File: src/rtl/tag_list_word_class_matcher_core_defines.svh
// Assertion macros shared by the tag list word-class matcher.
// Every check is clocked on clk and switched off while rst_n is low.
`ifndef TAG_LIST_WORD_CLASS_MATCHER_CORE_DEFINES_SVH
`define TAG_LIST_WORD_CLASS_MATCHER_CORE_DEFINES_SVH

// A condition that must hold at every clock edge.
`define TLWC_ASSERT_ALWAYS(label, expr) \
  label: assert property (@(posedge clk) disable iff (!rst_n) (expr)) \
    else $error("assertion failed");

// A consequence that must hold in the cycle after its trigger.
`define TLWC_ASSERT_NEXT(label, trig, cons) \
  label: assert property (@(posedge clk) disable iff (!rst_n) (trig) |=> (cons)) \
    else $error("assertion failed");

`endif

File: src/rtl/tlwc_pkg.sv
`default_nettype none

package tlwc_pkg;

  localparam int CHAR_W       = 16;
  localparam int MASK_W       = 21;
  localparam int TAG_CHARS    = 6;
  localparam int TAG_LEN_W    = $clog2(TAG_CHARS + 2);
  localparam int TAG_IDX_W    = $clog2(TAG_CHARS);
  localparam int NAME_MAX_LEN = 6;
  localparam int NAME_LEN_W   = $clog2(NAME_MAX_LEN + 1);
  localparam int NAME_STR_W   = 8 * NAME_MAX_LEN;
  localparam int NAME_COUNT   = 48;

  localparam logic [CHAR_W-1:0] CHAR_OPEN  = 16'h0028;
  localparam logic [CHAR_W-1:0] CHAR_CLOSE = 16'h0029;
  localparam logic [CHAR_W-1:0] CHAR_COMMA = 16'h002C;

  localparam logic [MASK_W-1:0] CLS_NONE    = 21'h000000;
  localparam logic [MASK_W-1:0] CLS_NOUN    = 21'h000001;
  localparam logic [MASK_W-1:0] CLS_V1      = 21'h000002;
  localparam logic [MASK_W-1:0] CLS_V5      = 21'h000004;
  localparam logic [MASK_W-1:0] CLS_V5IKU   = 21'h000008;
  localparam logic [MASK_W-1:0] CLS_V5ARU   = 21'h000010;
  localparam logic [MASK_W-1:0] CLS_VK      = 21'h000020;
  localparam logic [MASK_W-1:0] CLS_VSS     = 21'h000040;
  localparam logic [MASK_W-1:0] CLS_ADJ_F   = 21'h000080;
  localparam logic [MASK_W-1:0] CLS_ADJ_I   = 21'h000100;
  localparam logic [MASK_W-1:0] CLS_ADJ_NA  = 21'h000200;
  localparam logic [MASK_W-1:0] CLS_ADJ_NO  = 21'h000400;
  localparam logic [MASK_W-1:0] CLS_ADJ_PN  = 21'h000800;
  localparam logic [MASK_W-1:0] CLS_ADJ_T   = 21'h001000;
  localparam logic [MASK_W-1:0] CLS_PRIO    = 21'h002000;
  localparam logic [MASK_W-1:0] CLS_ADV     = 21'h004000;
  localparam logic [MASK_W-1:0] CLS_AUX     = 21'h008000;
  localparam logic [MASK_W-1:0] CLS_CONJ    = 21'h010000;
  localparam logic [MASK_W-1:0] CLS_PREF    = 21'h020000;
  localparam logic [MASK_W-1:0] CLS_SUF     = 21'h040000;
  localparam logic [MASK_W-1:0] CLS_VS      = 21'h080000;
  localparam logic [MASK_W-1:0] CLS_PRT     = 21'h100000;

  // Names are stored as ASCII strings, right-justified; the first
  // character sits in the highest occupied byte.
  typedef struct packed {
    logic [NAME_LEN_W-1:0] len;
    logic [NAME_STR_W-1:0] str;
    logic [MASK_W-1:0]     cls;
  } name_t;

  // The open tag as seen by the matcher.
  typedef struct packed {
    logic [TAG_CHARS-1:0][CHAR_W-1:0] chars;
    logic [TAG_LEN_W-1:0]             len;
  } tag_t;

  localparam name_t NAMES [NAME_COUNT] = '{
    '{3'd1, 48'("n"),      CLS_NOUN},
    '{3'd4, 48'("name"),   CLS_NOUN},
    '{3'd1, 48'("P"),      CLS_PRIO},
    '{3'd2, 48'("v1"),     CLS_V1},
    '{3'd2, 48'("v5"),     CLS_V5},
    '{3'd3, 48'("v5b"),    CLS_V5},
    '{3'd3, 48'("v5g"),    CLS_V5},
    '{3'd3, 48'("v5k"),    CLS_V5},
    '{3'd3, 48'("v5m"),    CLS_V5},
    '{3'd3, 48'("v5n"),    CLS_V5},
    '{3'd3, 48'("v5r"),    CLS_V5},
    '{3'd3, 48'("v5s"),    CLS_V5},
    '{3'd3, 48'("v5t"),    CLS_V5},
    '{3'd3, 48'("v5u"),    CLS_V5},
    '{3'd5, 48'("v5k-s"),  CLS_V5IKU},
    '{3'd5, 48'("v5aru"),  CLS_V5ARU},
    '{3'd2, 48'("vk"),     CLS_VK},
    '{3'd2, 48'("vs"),     CLS_VS},
    '{3'd4, 48'("vs-s"),   CLS_VSS},
    '{3'd3, 48'("n-t"),    CLS_NOUN},
    '{3'd3, 48'("adv"),    CLS_ADV},
    '{3'd3, 48'("aux"),    CLS_AUX},
    '{3'd4, 48'("conj"),   CLS_CONJ},
    '{3'd5, 48'("adj-f"),  CLS_ADJ_F},
    '{3'd5, 48'("adj-i"),  CLS_ADJ_I},
    '{3'd6, 48'("adj-na"), CLS_ADJ_NA},
    '{3'd6, 48'("adj-no"), CLS_ADJ_NO},
    '{3'd6, 48'("adj-pn"), CLS_ADJ_PN},
    '{3'd5, 48'("adj-t"),  CLS_ADJ_T},
    '{3'd4, 48'("pref"),   CLS_PREF},
    '{3'd3, 48'("suf"),    CLS_SUF},
    '{3'd3, 48'("prt"),    CLS_PRT},
    '{3'd1, 48'("1"),      CLS_NONE},
    '{3'd1, 48'("2"),      CLS_NONE},
    '{3'd1, 48'("3"),      CLS_NONE},
    '{3'd1, 48'("4"),      CLS_NONE},
    '{3'd1, 48'("5"),      CLS_NONE},
    '{3'd1, 48'("6"),      CLS_NONE},
    '{3'd1, 48'("7"),      CLS_NONE},
    '{3'd1, 48'("8"),      CLS_NONE},
    '{3'd1, 48'("9"),      CLS_NONE},
    '{3'd2, 48'("uk"),     CLS_NONE},
    '{3'd3, 48'("col"),    CLS_NONE},
    '{3'd3, 48'("int"),    CLS_NONE},
    '{3'd3, 48'("obs"),    CLS_NONE},
    '{3'd4, 48'("abbr"),   CLS_NONE},
    '{3'd4, 48'("obsc"),   CLS_NONE},
    '{3'd5, 48'("gikun"),  CLS_NONE}
  };

endpackage

`default_nettype wire

File: src/rtl/tlwc_matcher.sv
`default_nettype none

module tlwc_matcher (
  input  tlwc_pkg::tag_t              tag,
  output logic [tlwc_pkg::MASK_W-1:0] class_bits
);
  import tlwc_pkg::*;

  // Every name is compared in parallel; names are distinct, so at most one hits.
  always_comb begin
    logic                  hit;
    logic [NAME_STR_W-1:0] str;
    class_bits = '0;
    for (int n = 0; n < NAME_COUNT; n++) begin
      hit = (TAG_LEN_W'(NAMES[n].len) == tag.len);
      str = NAMES[n].str << (8 * (NAME_MAX_LEN - int'(NAMES[n].len)));
      for (int i = 0; i < NAME_MAX_LEN; i++) begin
        if ((i < int'(NAMES[n].len)) &&
            (tag.chars[i] != {{(CHAR_W-8){1'b0}}, str[NAME_STR_W-1-8*i -: 8]})) begin
          hit = 1'b0;
        end
      end
      if (hit) begin
        class_bits = class_bits | NAMES[n].cls;
      end
    end
  end

endmodule

`default_nettype wire

File: src/rtl/tag_list_word_class_matcher_core.sv
// Tag list word-class matcher.
//
// The input channel carries one 16-bit character of a dictionary info string
// per transfer, with in_end_of_string marking the terminator. Characters are
// ignored until an opening parenthesis; inside parentheses they build a tag,
// which a comma or closing parenthesis ends and compares against the fixed
// table of tag names. Matching names OR their class bit into a running mask.
// The terminator produces exactly one transfer on the output channel carrying
// that mask, and clears paren flag, tag length and mask; others emit nothing.
//
// One character is taken every clock cycle while the input is not stalled. The
// tag compare is a single parallel pass over the name table between the tag
// registers and the mask register, and the mask appears on the output in the
// cycle after the terminator is taken. The result sits in an output register:
// while it waits, a receiver stall holds it and stalls the input; none is lost.
// A synchronous reset (rst_n low) empties the output register and clears the
// parenthesis flag, tag length and mask; the tag character store needs none.
`default_nettype none
`include "tag_list_word_class_matcher_core_defines.svh"

module tag_list_word_class_matcher_core (
  input  logic                        clk,
  input  logic                        rst_n,
  input  logic                        in_valid,
  output logic                        in_stall,
  input  logic [tlwc_pkg::CHAR_W-1:0] in_character,
  input  logic                        in_end_of_string,
  output logic                        out_valid,
  input  logic                        out_stall,
  output logic [tlwc_pkg::MASK_W-1:0] out_class_mask
);
  import tlwc_pkg::*;

  logic                             in_fire;
  logic                             is_close;
  logic                             is_sep;
  logic                             in_parens_r, in_parens_nxt;
  logic [TAG_LEN_W-1:0]             tag_len_r, tag_len_nxt;
  logic [MASK_W-1:0]                mask_r, mask_nxt;
  logic [TAG_CHARS-1:0][CHAR_W-1:0] tag_chars_r;
  logic                             tag_we;
  logic                             out_valid_r, out_valid_nxt;
  logic [MASK_W-1:0]                out_mask_r;
  logic                             out_load;
  tag_t                             tag;
  logic [MASK_W-1:0]                tag_class;

  // The input only waits while a finished mask is held and the receiver stalls.
  assign in_stall = out_valid_r && out_stall;
  assign in_fire  = in_valid && !in_stall;

  assign is_close = (in_character == CHAR_CLOSE);
  assign is_sep   = is_close || (in_character == CHAR_COMMA);

  assign tag.chars = tag_chars_r;
  assign tag.len   = tag_len_r;

  tlwc_matcher u_matcher (
    .tag        (tag),
    .class_bits (tag_class)
  );

  // Scanner state update for one accepted character.
  always_comb begin
    in_parens_nxt = in_parens_r;
    tag_len_nxt   = tag_len_r;
    mask_nxt      = mask_r;
    tag_we        = 1'b0;
    if (in_fire) begin
      if (in_end_of_string) begin
        in_parens_nxt = 1'b0;
        tag_len_nxt   = '0;
        mask_nxt      = '0;
      end else if (!in_parens_r) begin
        if (in_character == CHAR_OPEN) begin
          in_parens_nxt = 1'b1;
          tag_len_nxt   = '0;
        end
      end else if (is_sep) begin
        // A tag too long for the store has a length past every name and
        // so never matches.
        mask_nxt    = mask_r | tag_class;
        tag_len_nxt = '0;
        if (is_close) begin
          in_parens_nxt = 1'b0;
        end
      end else begin
        tag_we = (tag_len_r < TAG_LEN_W'(TAG_CHARS));
        if (tag_len_r <= TAG_LEN_W'(TAG_CHARS)) begin
          tag_len_nxt = tag_len_r + TAG_LEN_W'(1);
        end
      end
    end
  end

  // Output register: loaded by a terminator, emptied when the receiver takes it.
  always_comb begin
    out_load      = in_fire && in_end_of_string;
    out_valid_nxt = out_valid_r;
    if (out_load) begin
      out_valid_nxt = 1'b1;
    end else if (out_valid_r && !out_stall) begin
      out_valid_nxt = 1'b0;
    end
  end

  always_ff @(posedge clk) begin
    if (!rst_n) begin
      in_parens_r <= 1'b0;
      tag_len_r   <= '0;
      mask_r      <= '0;
      out_valid_r <= 1'b0;
    end else begin
      in_parens_r <= in_parens_nxt;
      tag_len_r   <= tag_len_nxt;
      mask_r      <= mask_nxt;
      out_valid_r <= out_valid_nxt;
    end
  end

  always_ff @(posedge clk) begin
    if (tag_we) begin
      tag_chars_r[tag_len_r[TAG_IDX_W-1:0]] <= in_character;
    end
    if (out_load) begin
      out_mask_r <= mask_r;
    end
  end

  assign out_valid      = out_valid_r;
  assign out_class_mask = out_mask_r;

  `TLWC_ASSERT_ALWAYS(a_stall_needs_result, !in_stall || out_valid_r)
  `TLWC_ASSERT_ALWAYS(a_tag_len_bounded, tag_len_r <= TAG_LEN_W'(TAG_CHARS + 1))
  `TLWC_ASSERT_NEXT(a_term_emits, rst_n && in_fire && in_end_of_string, out_valid_r && (out_mask_r == $past(mask_r)))
  `TLWC_ASSERT_NEXT(a_term_clears, rst_n && in_fire && in_end_of_string, !in_parens_r && (tag_len_r == '0) && (mask_r == '0))
  `TLWC_ASSERT_NEXT(a_mask_grows, rst_n && !(in_fire && in_end_of_string), (mask_r & $past(mask_r)) == $past(mask_r))

endmodule

`default_nettype wire
File: config.mk
export PLATFORM = sky130hd
export DESIGN_NAME = tag_list_word_class_matcher_core
export DESIGN_NICKNAME = d
export VERILOG_FILES = /design/src/rtl/tlwc_pkg.sv /design/src/rtl/tlwc_matcher.sv /design/src/rtl/tag_list_word_class_matcher_core.sv
export VERILOG_INCLUDE_DIRS = /design/src /design/src/rtl
export SDC_FILE = /design/constraint.sdc
export NUM_CORES = 1
export LEC_CHECK = 0
export ABC_AREA = 1
export BUFFER_PORTS_ARGS = -buffer_cell sky130_fd_sc_hd__buf_2
export CORE_MARGIN = 2
export CORE_UTILIZATION = 48
export CTS_CLUSTER_DIAMETER = 80
export DETAILED_ROUTE_END_ITERATION = 8
export GPL_ROUTABILITY_DRIVEN = 0
export PLACE_DENSITY = 0.68
export SYNTH_ARGS = -nofsm -noshare
export SYNTH_HDL_FRONTEND = slang
export SYNTH_SLANG_ARGS = --single-unit
File: constraint.sdc
create_clock -name clk -period 3.3 [get_ports clk]
set_clock_uncertainty 0.2 [all_clocks]
set_input_delay 0.165 -clock clk [delete_from_list [all_inputs] [get_ports clk]]
set_output_delay 0.165 -clock clk [all_outputs]
set_load 0.02 [all_outputs]
==> impl_metrics.yaml <==
run_status:
  run_status: "completed"
worst_setup_path:
  worstReg2RegEnd: "mask_r[0]"
  cp.arrival_ns: 2.49
  crit_path_end_kind: "register"
  classification_of_the_worst_setup_path: "in -> reg"
  startpoint: "in_character[6]"
  timing.critical_path.to: "mask_r[7]"
  depth_of_the_most_critical_reg_to_reg_path: 10
  worst-path-max-fanout: 20
  critical_path_required_ns: 3.45
  crit-reg2reg-launch: "tag_len_r[2]"
  worst_case_register_to_register_setup_slack_ns: 1.00
  startpoint_type: "primary input"
synth:
  synth-seq-area-share_pct: 64.8
  yosysTopAreaCellShare_pct: 56.5
  ys_seq_elements: 143
  synth.yosys.warnings: 0
  synth_area_per_cell_um2: 10.4
  synth.net_count: 623
  synth.cell_area_mm2: 0.00622
  netlist_instances: 597
  synthTopCellsByArea: "edfxtp_1 (56%), dfxtp_1 (8.4%), nor2_1 (5.9%)"
  post-synth-top-area-cell: "edfxtp_1"
  ys_types: 36
min_path:
  hold_path.class: "in -> reg"
floorplan:
  total_die_area_mm2: 0.0139
  start_util_pct: 49.3
  boundaryPins: 44
  fp-row-count: 41
  die_height_um: 118
  core_mm2: 0.0126
  floorplan.die.width_um: 118
placement:
  dp.final_hpwl_um: 9550
  instance_area_at_placement_mm2: 0.00671
  io_buffer_count: 43
  placement.setup.worst_slack_ns: 1.05
sta:
  worstMarginPinSlew_ns: 0.692
  setup_viol_count_final: 0
  timing.max_slew.rel_slack_pct: 53.8
  layout_min_cycle_time_ns: 2.35
  finalCritPeriodShare_pct: 71.1
  setup-tns-final_ns: 0
  final-hold-violation-count: 0
  setup_slack_ns: 0.953
  grt_setup_unrepaired: "no"
  maximum_achievable_frequency_mhz: 426
  timing_max_transition_violations_final: 0
routing:
  drc: 0
  drt-initial-drc-count: 289
  wl_per_cell_um: 15.7
  routed-via-count: 4476
  firstDrtPassIters: 5
  route.antenna.remaining_nets: 0
  avgViaCountPerCell: 5.17
  final_routed_wirelength_um: 13600
clock_network:
  path_clk_slew_ns: 0.06
  clk_latency_ns: 0.43
  numClockSinks: 143
  cts-htree-levels: 4
  root_buffer: "clkbuf_16"
  max-clock-path-buffers: 2
  cts_post_setup_buffers_inserted: 0
  post_cts_hold_buffer_count: 19
  cts_buffers: 17
  cts_tree: "yes"
  cts-resized-gates: 0
cells_and_area:
  drive_above_1_share_pct: 18.8
  area.growth.synth_to_final_pct: 21.4
  final_cell_area_mm2: 0.00755
  num-nets-final: 706
  n_antenna_cell: 0
job:
  maxCapViolations: 0
global_routing:
  maximum_number_of_pins_on_one_net_before_global_route_repair: 24
  remaining_global_route_overflow: 0
  number_of_global_route_vias_before_repair: 4410
  grt_pass1_wl_um: 21900
  gr_util_all_layers_pct: 20.8
  antenna_found_initial: 0
pwr:
  ir_drop_v: 0.000584
  p_leak_uw: 0.00285
  power.density_cell_area_mw_per_mm2: 559
==> logic make-up after synthesis <==
family / after synthesis / synth area share, %
buf+inv: 100 / 6.37
compound gates: 28 / 2.37
fa+ha+maj: 5 / 1.01
simple gates: 321 / 25.4
flops: 143 / 64.8
==> worst min-delay path by stage <==
stage               startpoint            endpoint  slack, ns  cells past startpoint
2_1_floorplan  in_character[7]             tag[10]       0.06                      0
3_3_place_gp        mask_r[17]  out_class_mask[17]       0.21                      0
5_1_grt               in_valid        tag_len_r[1]       0.13                      6
4_1_cts               in_valid        tag_len_r[1]        0.1                      6
3_5_place_dp        mask_r[16]  out_class_mask[16]       0.21                      0
6_report              in_valid        tag_len_r[1]       0.12                      7
==> cell usage after synthesis <==
cell,n
edfxtp_1,117
nor4_2,1
nand4_2,1
nor2_1,98
and2_4,1
o21ai_0,2
buf_6,2
nor3_2,2
nor2_8,2
nand2_1,83
nor4_1,13
ha_1,5
nand3b_1,3
nand3_1,44
nor2_4,2
nand3b_2,1
or2_2,1
and2_1,1
nand4_1,27
nand3_2,2
nand2_4,1
inv_1,88
buf_4,1
o21ai_2,1
clkbuf_1,1
a21oi_1,24
nor3_4,1
dfxtp_1,26
a21oi_2,1
inv_2,6
and3_1,1
nand3_4,1
nand2_2,5
buf_2,2
nor3_1,17
nor2_2,13
==> flip-flops by register name (all words and copies together), names as in the netlist <==
register and count:
out_valid 1, in_parens_r 1, mask_r 21, out_class_mask 21
tag_len_r 3, tag 96
==> metal layers <==
metal  vias up  track usage, %  routed length, um
met1      2082            23.4               5320
met3        37            5.62                765
met2       162            36.3               7130
met5         -               0                  0
met4         0            10.0                392
li1       2195               -                  -
==> per-stage QoR <==
| step | hold slack [ns] | std cells | total power, uW | utilization (%) |
|---|---|---|---|---|
| floorplan | 0.0639 | 597 | 2070 | - |
| finish | 0.121 | 865 | 4230 | 59.9 |
| global placement | 0.213 | 814 | 2130 | 53.1 |
| CTS | 0.0956 | 865 | 4260 | 59.9 |
| detailed placement | 0.213 | 814 | 2130 | 53.1 |
| global route | 0.131 | 865 | 4340 | 59.9 |
==> critical path, stage by stage <==
cell and delay (ns):
dlygate4sd3_1 0.55, buf_2 0.18, nor2_1 0.10, nand3_1 0.15
nor2_2 0.16, nand4_1 0.13, nand2_1 0.54, nand3_1 0.22
nor2_1 0.16, nor2_1 0.05, nor2_1 0.07
==> final cells by class <==
| class | instances | area [um^2] |
|---|---|---|
| clock buffer | 18 | 429 |
| sequential | 143 | 4030 |
| timing repair buffer | 70 | 465 |
| fill | 1058 | 5060 |
| clock inverter | 14 | 229 |
| tap | 172 | 215 |
| multi-input combinational | 354 | 1830 |
| inverter | 94 | 353 |
==> layout by cell type (no fill, tap or decap), drive strengths merged <==
master	count
a21oi	25
and2	2
and3	1
buf	51
bufinv	5
clkbuf	18
clkinv	3
clkinvlp	1
dfxtp	26
dlygate4sd3	19
edfxtp	117
ha	5
inv	99
nand2	89
nand3	47
nand3b	4
nand4	28
nor2	115
nor3	20
nor4	14
o21ai	3
or2	1
==> where the power goes <==
part | internal, uW | switching (uW)
clock network | 1360 | 755
registers | 1960 | 8.26
logic | 45.2 | 94.6
total | 3370 | 858
No activity file was read; power rests on OpenSTA's default activity.
